--- src/rtl/core/sorted_list_insert_remove_defines.svh ---
// Assertion macros for the sorted list block.
`ifndef SORTED_LIST_INSERT_REMOVE_DEFINES_SVH
`define SORTED_LIST_INSERT_REMOVE_DEFINES_SVH

// Check a condition at every clock edge outside reset.
`define SLI_ASSERT_ALWAYS(label, cond, msg) \
    label: assert property (@(posedge i_clk) disable iff (!i_rst_n) (cond)) else $error(msg);

// Check that a trigger is followed by a condition in the next cycle.
`define SLI_ASSERT_NEXT(label, trig, cond, msg) \
    label: assert property (@(posedge i_clk) disable iff (!i_rst_n) (trig) |=> (cond)) \
        else $error(msg);

`endif

--- src/rtl/core/sli_pkg.sv ---
// Types and constants shared by the sorted list cells and the top level.
`timescale 1ns / 1ps

package sli_pkg;

    localparam int unsigned KEY_W    = 32;
    localparam int unsigned OP_W     = 2;
    localparam int unsigned POS_W    = 4;
    localparam int unsigned ST_W     = 2;
    localparam int unsigned SLOT_W   = 4;
    localparam int unsigned CNT_W    = 5;
    localparam int unsigned IN_TD_W  = 40;
    localparam int unsigned OUT_TD_W = 48;

    typedef enum logic [OP_W-1:0] {
        OP_INSERT = 2'd0,
        OP_REMOVE = 2'd1,
        OP_READ   = 2'd2,
        OP_NOP    = 2'd3
    } t_opcode;

    typedef enum logic [ST_W-1:0] {
        ST_OK        = 2'd0,
        ST_FULL      = 2'd1,
        ST_NOT_FOUND = 2'd2,
        ST_BAD_POS   = 2'd3
    } t_status;

    // Shift commands broadcast to every cell.
    typedef struct packed {
        logic ins;
        logic rem;
    } t_cell_ctl;

endpackage

--- src/rtl/core/sli_cell.sv ---
// One storage cell of the sorted list: holds an entry, compares it with the key, shifts.
`timescale 1ns / 1ps

module sli_cell #(
    parameter int unsigned IDX = 0,
    parameter int unsigned CW  = 5
) (
    input  logic                           i_clk,
    input  sli_pkg::t_cell_ctl             i_ctl,
    input  logic signed [sli_pkg::KEY_W-1:0] i_key,
    input  logic [CW-1:0]                  i_count,
    input  logic signed [sli_pkg::KEY_W-1:0] i_left_value,
    input  logic                           i_left_lt,
    input  logic signed [sli_pkg::KEY_W-1:0] i_right_value,
    output logic signed [sli_pkg::KEY_W-1:0] o_value,
    output logic                           o_lt,
    output logic                           o_first,
    output logic                           o_hit
);
    import sli_pkg::*;

    logic signed [KEY_W-1:0] r_value;
    logic signed [KEY_W-1:0] n_value;
    logic                    occupied;

    assign occupied = (32'(i_count) > IDX);
    assign o_lt     = occupied && (r_value < i_key);
    // first cell not below the key: insert point, and first candidate for a match
    assign o_first  = !o_lt && i_left_lt;
    assign o_hit    = o_first && occupied && (r_value == i_key);
    assign o_value  = r_value;

    always_comb begin
        n_value = r_value;
        if (i_ctl.ins && !o_lt) begin
            n_value = i_left_lt ? i_key : i_left_value;
        end else if (i_ctl.rem && !o_lt) begin
            n_value = i_right_value;
        end
    end

    always_ff @(posedge i_clk) begin
        r_value <= n_value;
    end

endmodule

--- src/rtl/core/sorted_list_insert_remove.sv ---
// Sorted list of signed values as a chain of compare-and-shift cells.
// Results are registered; one item per cycle sustained while results are taken.
// Every cell compares with the broadcast key and shifts in the same cycle.
// A result register decouples the sides: input ready while the result is empty or taken.
// Reset (i_rst_n low, synchronous) empties the list and the result register.
`timescale 1ns / 1ps

`include "sorted_list_insert_remove_defines.svh"

module sorted_list_insert_remove #(
    parameter int unsigned CAPACITY = 16
) (
    input  logic                             i_clk,
    input  logic                             i_rst_n,
    input  logic                             s_axis_tvalid,
    output logic                             s_axis_tready,
    // [31:0] key_value, [35:32] read_position, rest zero
    input  logic [sli_pkg::IN_TD_W-1:0]      s_axis_tdata,
    // [1:0] opcode
    input  logic [sli_pkg::OP_W-1:0]         s_axis_tuser,
    output logic                             m_axis_tvalid,
    input  logic                             m_axis_tready,
    // [31:0] result_value, [35:32] slot, [40:36] entry_count, rest zero
    output logic [sli_pkg::OUT_TD_W-1:0]     m_axis_tdata,
    // [1:0] status
    output logic [sli_pkg::ST_W-1:0]         m_axis_tuser
);
    import sli_pkg::*;

    localparam int unsigned IW = (CAPACITY > 1) ? $clog2(CAPACITY) : 1;
    localparam int unsigned CW = $clog2(CAPACITY + 1);

    logic                    accept;
    t_opcode                 op;
    logic signed [KEY_W-1:0] key;
    logic [POS_W-1:0]        rpos;
    t_cell_ctl               ctl;

    logic signed [KEY_W-1:0] cell_value [CAPACITY];
    logic                    cell_lt    [CAPACITY];
    logic                    cell_first [CAPACITY];
    logic                    cell_hit   [CAPACITY];

    logic                    full;
    logic                    found;
    logic [SLOT_W-1:0]       ins_slot;
    logic                    rpos_ok;
    logic signed [KEY_W-1:0] read_value;

    logic [CW-1:0]           r_count;
    logic [CW-1:0]           n_count;
    logic                    r_out_valid;
    t_status                 r_status;
    t_status                 n_status;
    logic signed [KEY_W-1:0] r_value;
    logic signed [KEY_W-1:0] n_value;
    logic [SLOT_W-1:0]       r_slot;
    logic [SLOT_W-1:0]       n_slot;
    logic [CNT_W-1:0]        r_out_count;

    // hold off input items while reset is applied
    assign s_axis_tready = i_rst_n && (!r_out_valid || m_axis_tready);
    assign accept        = s_axis_tvalid && s_axis_tready;
    assign op            = t_opcode'(s_axis_tuser);
    assign key           = s_axis_tdata[KEY_W-1:0];
    assign rpos          = s_axis_tdata[KEY_W+POS_W-1:KEY_W];

    assign full    = (32'(r_count) >= CAPACITY);
    assign ctl.ins = accept && (op == OP_INSERT) && !full;
    assign ctl.rem = accept && (op == OP_REMOVE) && found;

    for (genvar g = 0; g < CAPACITY; g++) begin : g_cell
        logic signed [KEY_W-1:0] left_value;
        logic                    left_lt;
        logic signed [KEY_W-1:0] right_value;

        if (g == 0) begin : g_head
            assign left_value = key;
            assign left_lt    = 1'b1;
        end else begin : g_body
            assign left_value = cell_value[g-1];
            assign left_lt    = cell_lt[g-1];
        end

        if (g == CAPACITY - 1) begin : g_tail
            assign right_value = cell_value[g];
        end else begin : g_mid
            assign right_value = cell_value[g+1];
        end

        sli_cell #(
            .IDX (g),
            .CW  (CW)
        ) u_cell (
            .i_clk         (i_clk),
            .i_ctl         (ctl),
            .i_key         (key),
            .i_count       (r_count),
            .i_left_value  (left_value),
            .i_left_lt     (left_lt),
            .i_right_value (right_value),
            .o_value       (cell_value[g]),
            .o_lt          (cell_lt[g]),
            .o_first       (cell_first[g]),
            .o_hit         (cell_hit[g])
        );
    end

    // The insert point marks at most one cell; fold its index and the match flag.
    always_comb begin
        ins_slot = '0;
        found    = 1'b0;
        for (int i = 0; i < CAPACITY; i++) begin
            if (cell_first[i]) begin
                ins_slot = ins_slot | SLOT_W'(i);
            end
            found = found | cell_hit[i];
        end
    end

    assign rpos_ok    = (32'(rpos) < 32'(r_count));
    assign read_value = cell_value[IW'(rpos)];

    always_comb begin
        n_count  = r_count;
        n_status = ST_OK;
        n_value  = '0;
        n_slot   = '0;
        unique case (op)
            OP_INSERT: begin
                if (full) begin
                    n_status = ST_FULL;
                end else begin
                    n_count = r_count + CW'(1);
                    n_value = key;
                    n_slot  = ins_slot;
                end
            end
            OP_REMOVE: begin
                if (!found) begin
                    n_status = ST_NOT_FOUND;
                end else begin
                    n_count = r_count - CW'(1);
                    n_value = key;
                    n_slot  = ins_slot;
                end
            end
            OP_READ: begin
                if (!rpos_ok) begin
                    n_status = ST_BAD_POS;
                end else begin
                    n_value = read_value;
                    n_slot  = SLOT_W'(rpos);
                end
            end
            default: begin
                n_status = ST_OK;
            end
        endcase
    end

    always_ff @(posedge i_clk) begin
        if (!i_rst_n) begin
            r_count     <= '0;
            r_out_valid <= 1'b0;
        end else begin
            if (accept) begin
                r_count     <= n_count;
                r_out_valid <= 1'b1;
            end else if (m_axis_tready) begin
                r_out_valid <= 1'b0;
            end
        end
    end

    // hold the result payload until the next item is accepted
    always_ff @(posedge i_clk) begin
        if (accept) begin
            r_status    <= n_status;
            r_value     <= n_value;
            r_slot      <= n_slot;
            r_out_count <= CNT_W'(n_count);
        end
    end

    assign m_axis_tvalid = r_out_valid;
    assign m_axis_tuser  = r_status;
    assign m_axis_tdata  = {(OUT_TD_W - KEY_W - SLOT_W - CNT_W)'(0), r_out_count, r_slot,
                            r_value};

    `SLI_ASSERT_ALWAYS(a_count_bound, 32'(r_count) <= CAPACITY, "count beyond capacity")
    `SLI_ASSERT_NEXT(a_insert_grows, ctl.ins, r_count == $past(r_count) + CW'(1), "insert count")
    `SLI_ASSERT_NEXT(a_miss_keeps, accept && op == OP_REMOVE && !found, $stable(r_count), "miss")
    `SLI_ASSERT_NEXT(a_accept_result, accept, r_out_valid, "accepted item gave no result")

endmodule

--- config.mk ---
export PLATFORM = sky130hd
export DESIGN_NAME = sorted_list_insert_remove
export DESIGN_NICKNAME = d
export VERILOG_FILES = /design/src/rtl/core/sli_pkg.sv /design/src/rtl/core/sli_cell.sv /design/src/rtl/core/sorted_list_insert_remove.sv
export VERILOG_INCLUDE_DIRS = /design/src /design/src/rtl/core
export SDC_FILE = /design/constraint.sdc
export NUM_CORES = 2
export LEC_CHECK = 0
export BUFFER_PORTS_ARGS = -buffer_cell sky130_fd_sc_hd__buf_4
export CAP_MARGIN = 25
export CORE_MARGIN = 1
export CORE_UTILIZATION = 55
export DETAILED_ROUTE_END_ITERATION = 10
export PLACE_DENSITY_LB_ADDON = 0.1
export SYNTH_ARGS = -nofsm -noshare
export SYNTH_HDL_FRONTEND = slang
export SYNTH_SLANG_ARGS = --single-unit
--- constraint.sdc ---
create_clock -name i_clk -period 8.6 [get_ports i_clk]
set_clock_uncertainty 0.1 [all_clocks]
set_input_delay 0.43 -clock i_clk [delete_from_list [all_inputs] [get_ports i_clk]]
set_output_delay 0.43 -clock i_clk [all_outputs]
set_load 0.01 [all_outputs]
Word level (Yosys, flattened, before mapping):

Cells that the tools add are included.

* $add $sub $neg: 2
* $lt $le $gt $ge: 35
* equality and inequality tests: 18
* mux-type cells: 80
* bitwise operators: 16
* reduce and logical (&&, ||, !) cells: 136

Operator list (number)
* two-way mux 32 bit: 50
* == test 32 bit: 16
* < comparator 32 bit: 16
* binary-select mux 32 bit (select 4 bit): 1
* logical AND 1 bit: 100
* one-hot mux 32 bit (3 select lines): 1
* two-way mux 4 bit: 11
* greater-than comparator 5 x 4 -> 1 bit, second input constant: 8
* nonzero test 2 bit: 16
* greater-than comparator 5 x 3 -> 1 bit, second input constant: 4
* zero test 1 bit: 18
* bitwise OR 1 bit: 15
* two-way mux 3 bit: 4
* one-hot mux 4 bit (3 select lines): 1
* >= comparator 5 bit, second input constant: 2
* greater-than comparator 5 x 1 -> 1 bit, second input constant: 2
* greater-than comparator 5 x 2 -> 1 bit, second input constant: 2
* two-way mux 5 bit: 2
* one-hot mux 5 bit (2 select lines): 1
* two-way mux 2 bit: 4
* one-hot mux 2 bit (3 select lines): 1
* adder 5 x 1 -> 5 bit, second input constant: 1
* < comparator 4 x 5 -> 1 bit: 1
* NOT 4 -> 5 bit: 1
* 6 further kinds: 9

* flip-flop bits (word level): 561
* input bits: 46
* output and inout bits: 52
* word-level logic and storage cells: 309

Depth between registers and ports, before layout:

* depth after elaboration: 25
* depth in mapped cells: 18
* depth with buffers taken out: 13

Hierarchy:

A second synthesis with hierarchy kept.

* cell total of the unflattened synthesis: 4257
* area, all modules: 50676.1 um^2

Modules (own cells, without submodules)
* sorted_list_insert_remove: times used 1, cells an instance 461, area each 6155.9 um^2, sequential area each 1411.4 um^2
* sli_cell at g_cell[13].u_cell ...: times used 2, cells an instance 235, area each 2785.2 um^2, sequential area each 960.9 um^2
* sli_cell at g_cell[11].u_cell ...: times used 2, cells an instance 233, area each 2782.7 um^2, sequential area each 960.9 um^2
* sli_cell at g_cell[0].u_cell: times used 1, cells an instance 227, area each 2813.9 um^2, sequential area each 960.9 um^2
* sli_cell at g_cell[8].u_cell: times used 1, cells an instance 247, area each 2813.9 um^2, sequential area each 960.9 um^2
* sli_cell at g_cell[7].u_cell: times used 1, cells an instance 234, area each 2810.2 um^2, sequential area each 960.9 um^2
* sli_cell at g_cell[10].u_cell: times used 1, cells an instance 244, area each 2800.2 um^2, sequential area each 960.9 um^2
* sli_cell at g_cell[4].u_cell: times used 1, cells an instance 238, area each 2793.9 um^2, sequential area each 960.9 um^2
* sli_cell at g_cell[9].u_cell: times used 1, cells an instance 237, area each 2792.7 um^2, sequential area each 960.9 um^2
* sli_cell at g_cell[6].u_cell: times used 1, cells an instance 235, area each 2787.7 um^2, sequential area each 960.9 um^2
* sli_cell at g_cell[5].u_cell: times used 1, cells an instance 235, area each 2786.4 um^2, sequential area each 960.9 um^2
* sli_cell at g_cell[14].u_cell: times used 1, cells an instance 231, area each 2780.2 um^2, sequential area each 960.9 um^2
* sli_cell at g_cell[15].u_cell: times used 1, cells an instance 230, area each 2772.7 um^2, sequential area each 960.9 um^2
* sli_cell at g_cell[2].u_cell: times used 1, cells an instance 270, area each 2763.9 um^2, sequential area each 960.9 um^2
* sli_cell at g_cell[12].u_cell: times used 1, cells an instance 232, area each 2668.8 um^2, sequential area each 960.9 um^2

Worst setup path after synthesis:

Ideal clock, no wire load.

* path kind: input -> register
* from: input port s_axis_tdata[25] (netlist name)
* to: register g_cell[11].u_cell.r_value[0], enable pin
* library setup time: 0.432 ns
* arrival: 5.856 ns
* required time: 8.068 ns
* path slack: 2.212 ns
* stages on the path: 16
* buffers on the path: 3
* cells stage by stage: clkbuf_1 > inv_1 > clkbuf_1 > ha_1 > a21o_1 > a221o_1 > a221oi_1 > o21ai_0 > or4b_1 > nand2_1 > a32o_1 > a2111oi_2 > a31oi_1 > nand2_1 > buf_2 > a21oi_1

* cells in the longest elaborated chain, start to end: 24
* elaborated cells on any way between the ends: 130
* classes of those cells: 16 x order compare; 16 x eq/ne; 15 x bitwise; 83 x reduce/logical

RTL lines
* start: declaration: RTL line sorted_list_insert_remove.sv:18 `input logic [sli_pkg::IN_TD_W-1:0] s_axis_tdata,`
* < comparator 32 bit: RTL line sli_cell.sv:27 `assign o_lt = occupied && (r_value < i_key);`
* logical AND 1 bit: RTL line sli_cell.sv:27
* zero test 1 bit: RTL line sli_cell.sv:29 `assign o_first = !o_lt && i_left_lt;`
* logical AND 1 bit: RTL line sli_cell.sv:29
* logical AND 1 bit (2 in series): RTL line sli_cell.sv:30 `assign o_hit = o_first && occupied && (r_value == i_key);`
* bitwise OR 1 bit (15 in series): RTL line sorted_list_insert_remove.sv:117 `found = found | cell_hit[i];`
* logical AND 1 bit: RTL line sorted_list_insert_remove.sv:70 `assign ctl.rem = accept && (op == OP_REMOVE) && found;`
* logical AND 1 bit: RTL line sli_cell.sv:37 `end else if (i_ctl.rem && !o_lt) begin`
* nonzero test 2 bit (no line) (*)
* end signal: assignment: RTL line sli_cell.sv:43 `r_value <= n_value;`
* end: declaration: RTL line sli_cell.sv:22 `logic signed [KEY_W-1:0] r_value;`

Every way passes the cells marked *; elsewhere a longest branch is shown, timed or not.
A chain may end at the register's enable or synchronous reset.

Worst setup path in the final report:

* from: input port s_axis_tdata[9] (netlist name)
* to: register g_cell[14].u_cell.r_value[24], enable pin

* cells in the longest elaborated chain, start to end: 24
* elaborated cells on any way between the ends: 130
* classes of those cells: 16 x order compare; 16 x eq/ne; 15 x bitwise; 83 x reduce/logical

RTL lines (RTL line)
* < comparator 32 bit: sli_cell.sv:27
* logical AND 1 bit: sli_cell.sv:27
* zero test 1 bit: sli_cell.sv:29
* logical AND 1 bit: sli_cell.sv:29
* logical AND 1 bit (2 in series): sli_cell.sv:30
* bitwise OR 1 bit (15 in series): sorted_list_insert_remove.sv:117
* logical AND 1 bit: sorted_list_insert_remove.sv:70
* logical AND 1 bit: sli_cell.sv:37
* nonzero test 2 bit (no line) (*)
* end signal: assignment: sli_cell.sv:43
* end: declaration: sli_cell.sv:22

Marks and branches as above.

==> impl_metrics.yaml <==
timing:
  hold_slack_ns: 0.0219
  tightestPinTransition_ns: 1.18
  max_slew_margin_pct: 21.0
  setup_slack_ns: 2.17
  finalHoldViolCount: 0
  fmax_mhz: 155
  period_minus_slack_ns: 6.43
  tns_ns: 0
  rsz0062_at_grt: "no"
  setup_viol: 0
  period_share_pct: 74.8
  drv_slew: 0
place:
  port_buffers: 86
  gp_congestion: 1.01
  dp.cells: 5415
  dpl.hpwl_mm: 109
  dpl-instance-area_mm2: 0.0457
  place_ws_ns: 1.87
logic_synthesis:
  synth_top_area_share_pct: 38.0
  post_synth_num_cell_types: 83
  synthSimpleGateAreaFrac_pct: 13.5
  seq_area_frac_synth_pct: 38.3
  synthArstFlopShare_pct: 0
  synth.area.mux_share_pct: 12.9
  netlist_area_mm2: 0.0439
  synth_edf_count: 555
  ys_ff_latch: 561
  synth_compound_area_share_pct: 16.6
  yosysWarnings: 0
  syn_inst: 4492
  synth_top_cell_by_area: "edfxtp_1"
  synth_ff_type: "edfxtp_1"
  yosys.area_share.adder_pct: 14.8
  synth_top_family_by_area: "compound AO/OA/AOI/OAI gates"
  avgSynthCellArea_um2: 9.77
  synth-xor-area-share_pct: 0.0998
  ys_top_cells_by_area: "edfxtp_1, ha_1, a21oi_1"
route:
  vias: 36600
  routedWlPerCell_um: 25.6
  wl_mm: 142
  via_per_inst: 6.59
  dr.first_iter.drc_count: 4723
  ant_nets: 0
  drc_errors: 0
  drt-pass1-iter-count: 8
clocking:
  cts_max_level: 3
  root_buffer: "clkbuf_16"
  clk_pin_slew_worst_paths_ns: 0.05
  cts_buffers: 70
  cts.path.max_buffers: 3
  cts_tree: "yes"
  clk_latency_ns: 0.63
  cts_resized: 0
  cts.sinks: 561
global_routing:
  grt_start_max_net_pins: 110
  grt_use_total_pct: 34.6
  antenna_found_initial: 7
  grt_pass1_vias: 33500
  grt-ovfl-total: 0
  grt_pass1_wl_mm: 212
setup_path:
  crit_slowest_cell: "a31oi_1"
  r2r_end: "g_cell[14].u_cell.o_value[24]"
  cp.required_ns: 8.78
  cp-start-kind: "primary input"
  critPathBufInv: 4
  crit_family: "compound AO/OA/AOI/OAI gates"
  crit_path_frequent_cell: "buf_4"
  setup.worst_path.class: "in -> reg"
  ff2ff_setup_slack_ns: 2.23
  critPathArrivalTime_ns: 6.62
  rr_worst_depth: 14
  crit_path_cell_trace: "buf_4 > inv_1 > ha_1 > nand4_1 > nor3_1 > a21boi_0 > or4_1 > a21oi_1 > mux2i_1 > a41oi_1 > o2111a_1 > a31oi_1 > nand2_1 > buf_4 > nor2_4 > buf_4"
  critPathMaxFanout: 20
  max_stage_delay_ns: 0.73
  rr_startpoint: "g_cell[2].u_cell.o_value[15]"
  cp-end-kind: "flop"
layout:
  final_area_mm2: 0.0480
  fin_cells: 5549
  final_util_pct: 60.8
  drive_gt1_share_pct: 12.4
  area_delta_synth_final_pct: 9.45
  layout.nets: 5011
min_path:
  min_to: "r_count[0]"
  hold_path.class: "in -> reg"
  hp-start: "i_rst_n"
  min_delay_path_depth: 2
run_status:
  outcome: "complete, no violations"
floorplanning:
  initial_core_util_pct: 55.5
  die_width_um: 284
  core_mm2: 0.0790
  die_area_mm2: 0.0809
  io_pins: 98
  die-height_um: 284
  rows: 103
power:
  ir_drop_v: 0.000129
  power_density_mw_per_mm2: 148
  leakagePower_nw: 18.5
  finalPower_mw: 7.10
job:
  max_cap_viol_count: 0
## where the power goes
group | switching (mW) | total (mW) | internal [mW] | leakage, nW
combinational | 0.693 | 1.10 | 0.404 | 12.3
clock | 1.23 | 2.89 | 1.65 | 1.06
sequential | 0.0545 | 3.11 | 3.06 | 5.10
total | 1.98 | 7.10 | 5.12 | 18.5
## placed cells by master, fill, tap and decap left out, types with 11 or more instances in the layout
cell type | synthesis | layout
a21oi_1 | 755 | 745
nor2_1 | 651 | 639
edfxtp_1 | 555 | 555
ha_1 | 520 | 520
nand2_1 | 367 | 362
o21ai_0 | 238 | 238
mux2i_1 | 166 | 166
buf_4 | 7 | 161
mux4_2 | 160 | 160
inv_1 | 112 | 111
nand4_1 | 97 | 97
clkbuf_16 | 0 | 71
nand3_1 | 57 | 57
a21o_1 | 44 | 42
a31oi_1 | 37 | 37
nor3_1 | 36 | 36
mux2_2 | 33 | 33
o22ai_2 | 30 | 30
nor4_1 | 26 | 26
o211ai_1 | 21 | 21
nand2b_1 | 20 | 20
and4_1 | 19 | 19
nor2b_1 | 23 | 19
clkbuf_1 | 241 | 19
a221oi_1 | 18 | 18
a211oi_1 | 17 | 17
a21boi_0 | 15 | 15
clkinv_2 | 0 | 14
nor2_4 | 0 | 12
or3_1 | 12 | 11
## sequential cells by signal (all words and copies together), names as in the netlist
register,count
r_value,32
r_count,5
r_out_count,5
m_axis_tvalid,1
r_slot,4
g_cell.u_cell.o_value,512
m_axis_tuser,2
## cell usage after synthesis (all sizes together) (9+ instances only)
cell type	n
a21oi	757
nor2	651
edfxtp	555
ha	520
nand2	368
o21ai	242
clkbuf	241
mux2i	166
mux4	160
inv	112
nand4	98
buf	63
nand3	57
a21o	44
o22ai	39
a31oi	37
nor3	37
mux2	34
nor4	26
nor2b	23
o211ai	21
nand2b	20
and4	19
a211oi	18
a221oi	18
a21boi	15
and3	13
or3	12
and2	9
## metal layers
layer	vias up	track usage (%)	share of wire, %	routed length (um)
met5	-	0	0.018	26
met4	4	11.0	2.9	4130
met3	208	8.92	13	18100
met2	1937	49.6	42	59700
met1	17500	50.8	42	60200
li1	16900	-	-	-
## kinds of logic after synthesis
kind of cell / Yosys count
simple gates: 1358
buf+inv: 419
fa+ha+maj: 520
mux: 360
flops: 561
xor+xnor: 5
other cells: 1
compound gates: 1268
## repair_timing
item | in CTS | in global routing
hold buffers | 1 | 0
hold endpoints to repair | 1 | 0
setup buffers | 0 | 0
## worst reg2reg max path, delay by kind of cell, from the launching register on
family / cells / cell delay (ns)
flip-flops: 1 / 0.46
multiplexers: 1 / 0.62
buffers and inverters: 2 / 0.72
AO/OA/AOI/OAI: 5 / 2.07
adder cells (fa/ha/maj): 1 / 0.36
AND/OR/NAND/NOR: 5 / 1.71
## worst max-delay path by stage
stage / from / end / slack (ns) / cells after the start
2_1_floorplan: s_axis_tdata[25] / g_cell[11].u_cell.o_value[0] / 2.21 / 16
6_report: s_axis_tdata[9] / g_cell[14].u_cell.o_value[24] / 2.17 / 16
4_1_cts: s_axis_tdata[15] / g_cell[14].u_cell.o_value[31] / 2.50 / 16
5_1_grt: s_axis_tdata[15] / g_cell[14].u_cell.o_value[24] / 2.04 / 16
3_5_place_dp: s_axis_tdata[15] / g_cell[14].u_cell.o_value[25] / 1.87 / 16
3_3_place_gp: s_axis_tdata[28] / g_cell[11].u_cell.o_value[25] / 1.83 / 13
## area by class of cell
class                      count  area, um2
fill                        6660      31000
clock buffer                  92       1880
antenna                        3       7.51
sequential                   561      16800
clock inverter                31        264
tap                         1050       1310
timing repair buffer         179       1610
inverter                     115        432
multi-input combinational   3518      25700
No activity file was read; power rests on OpenSTA's default activity.
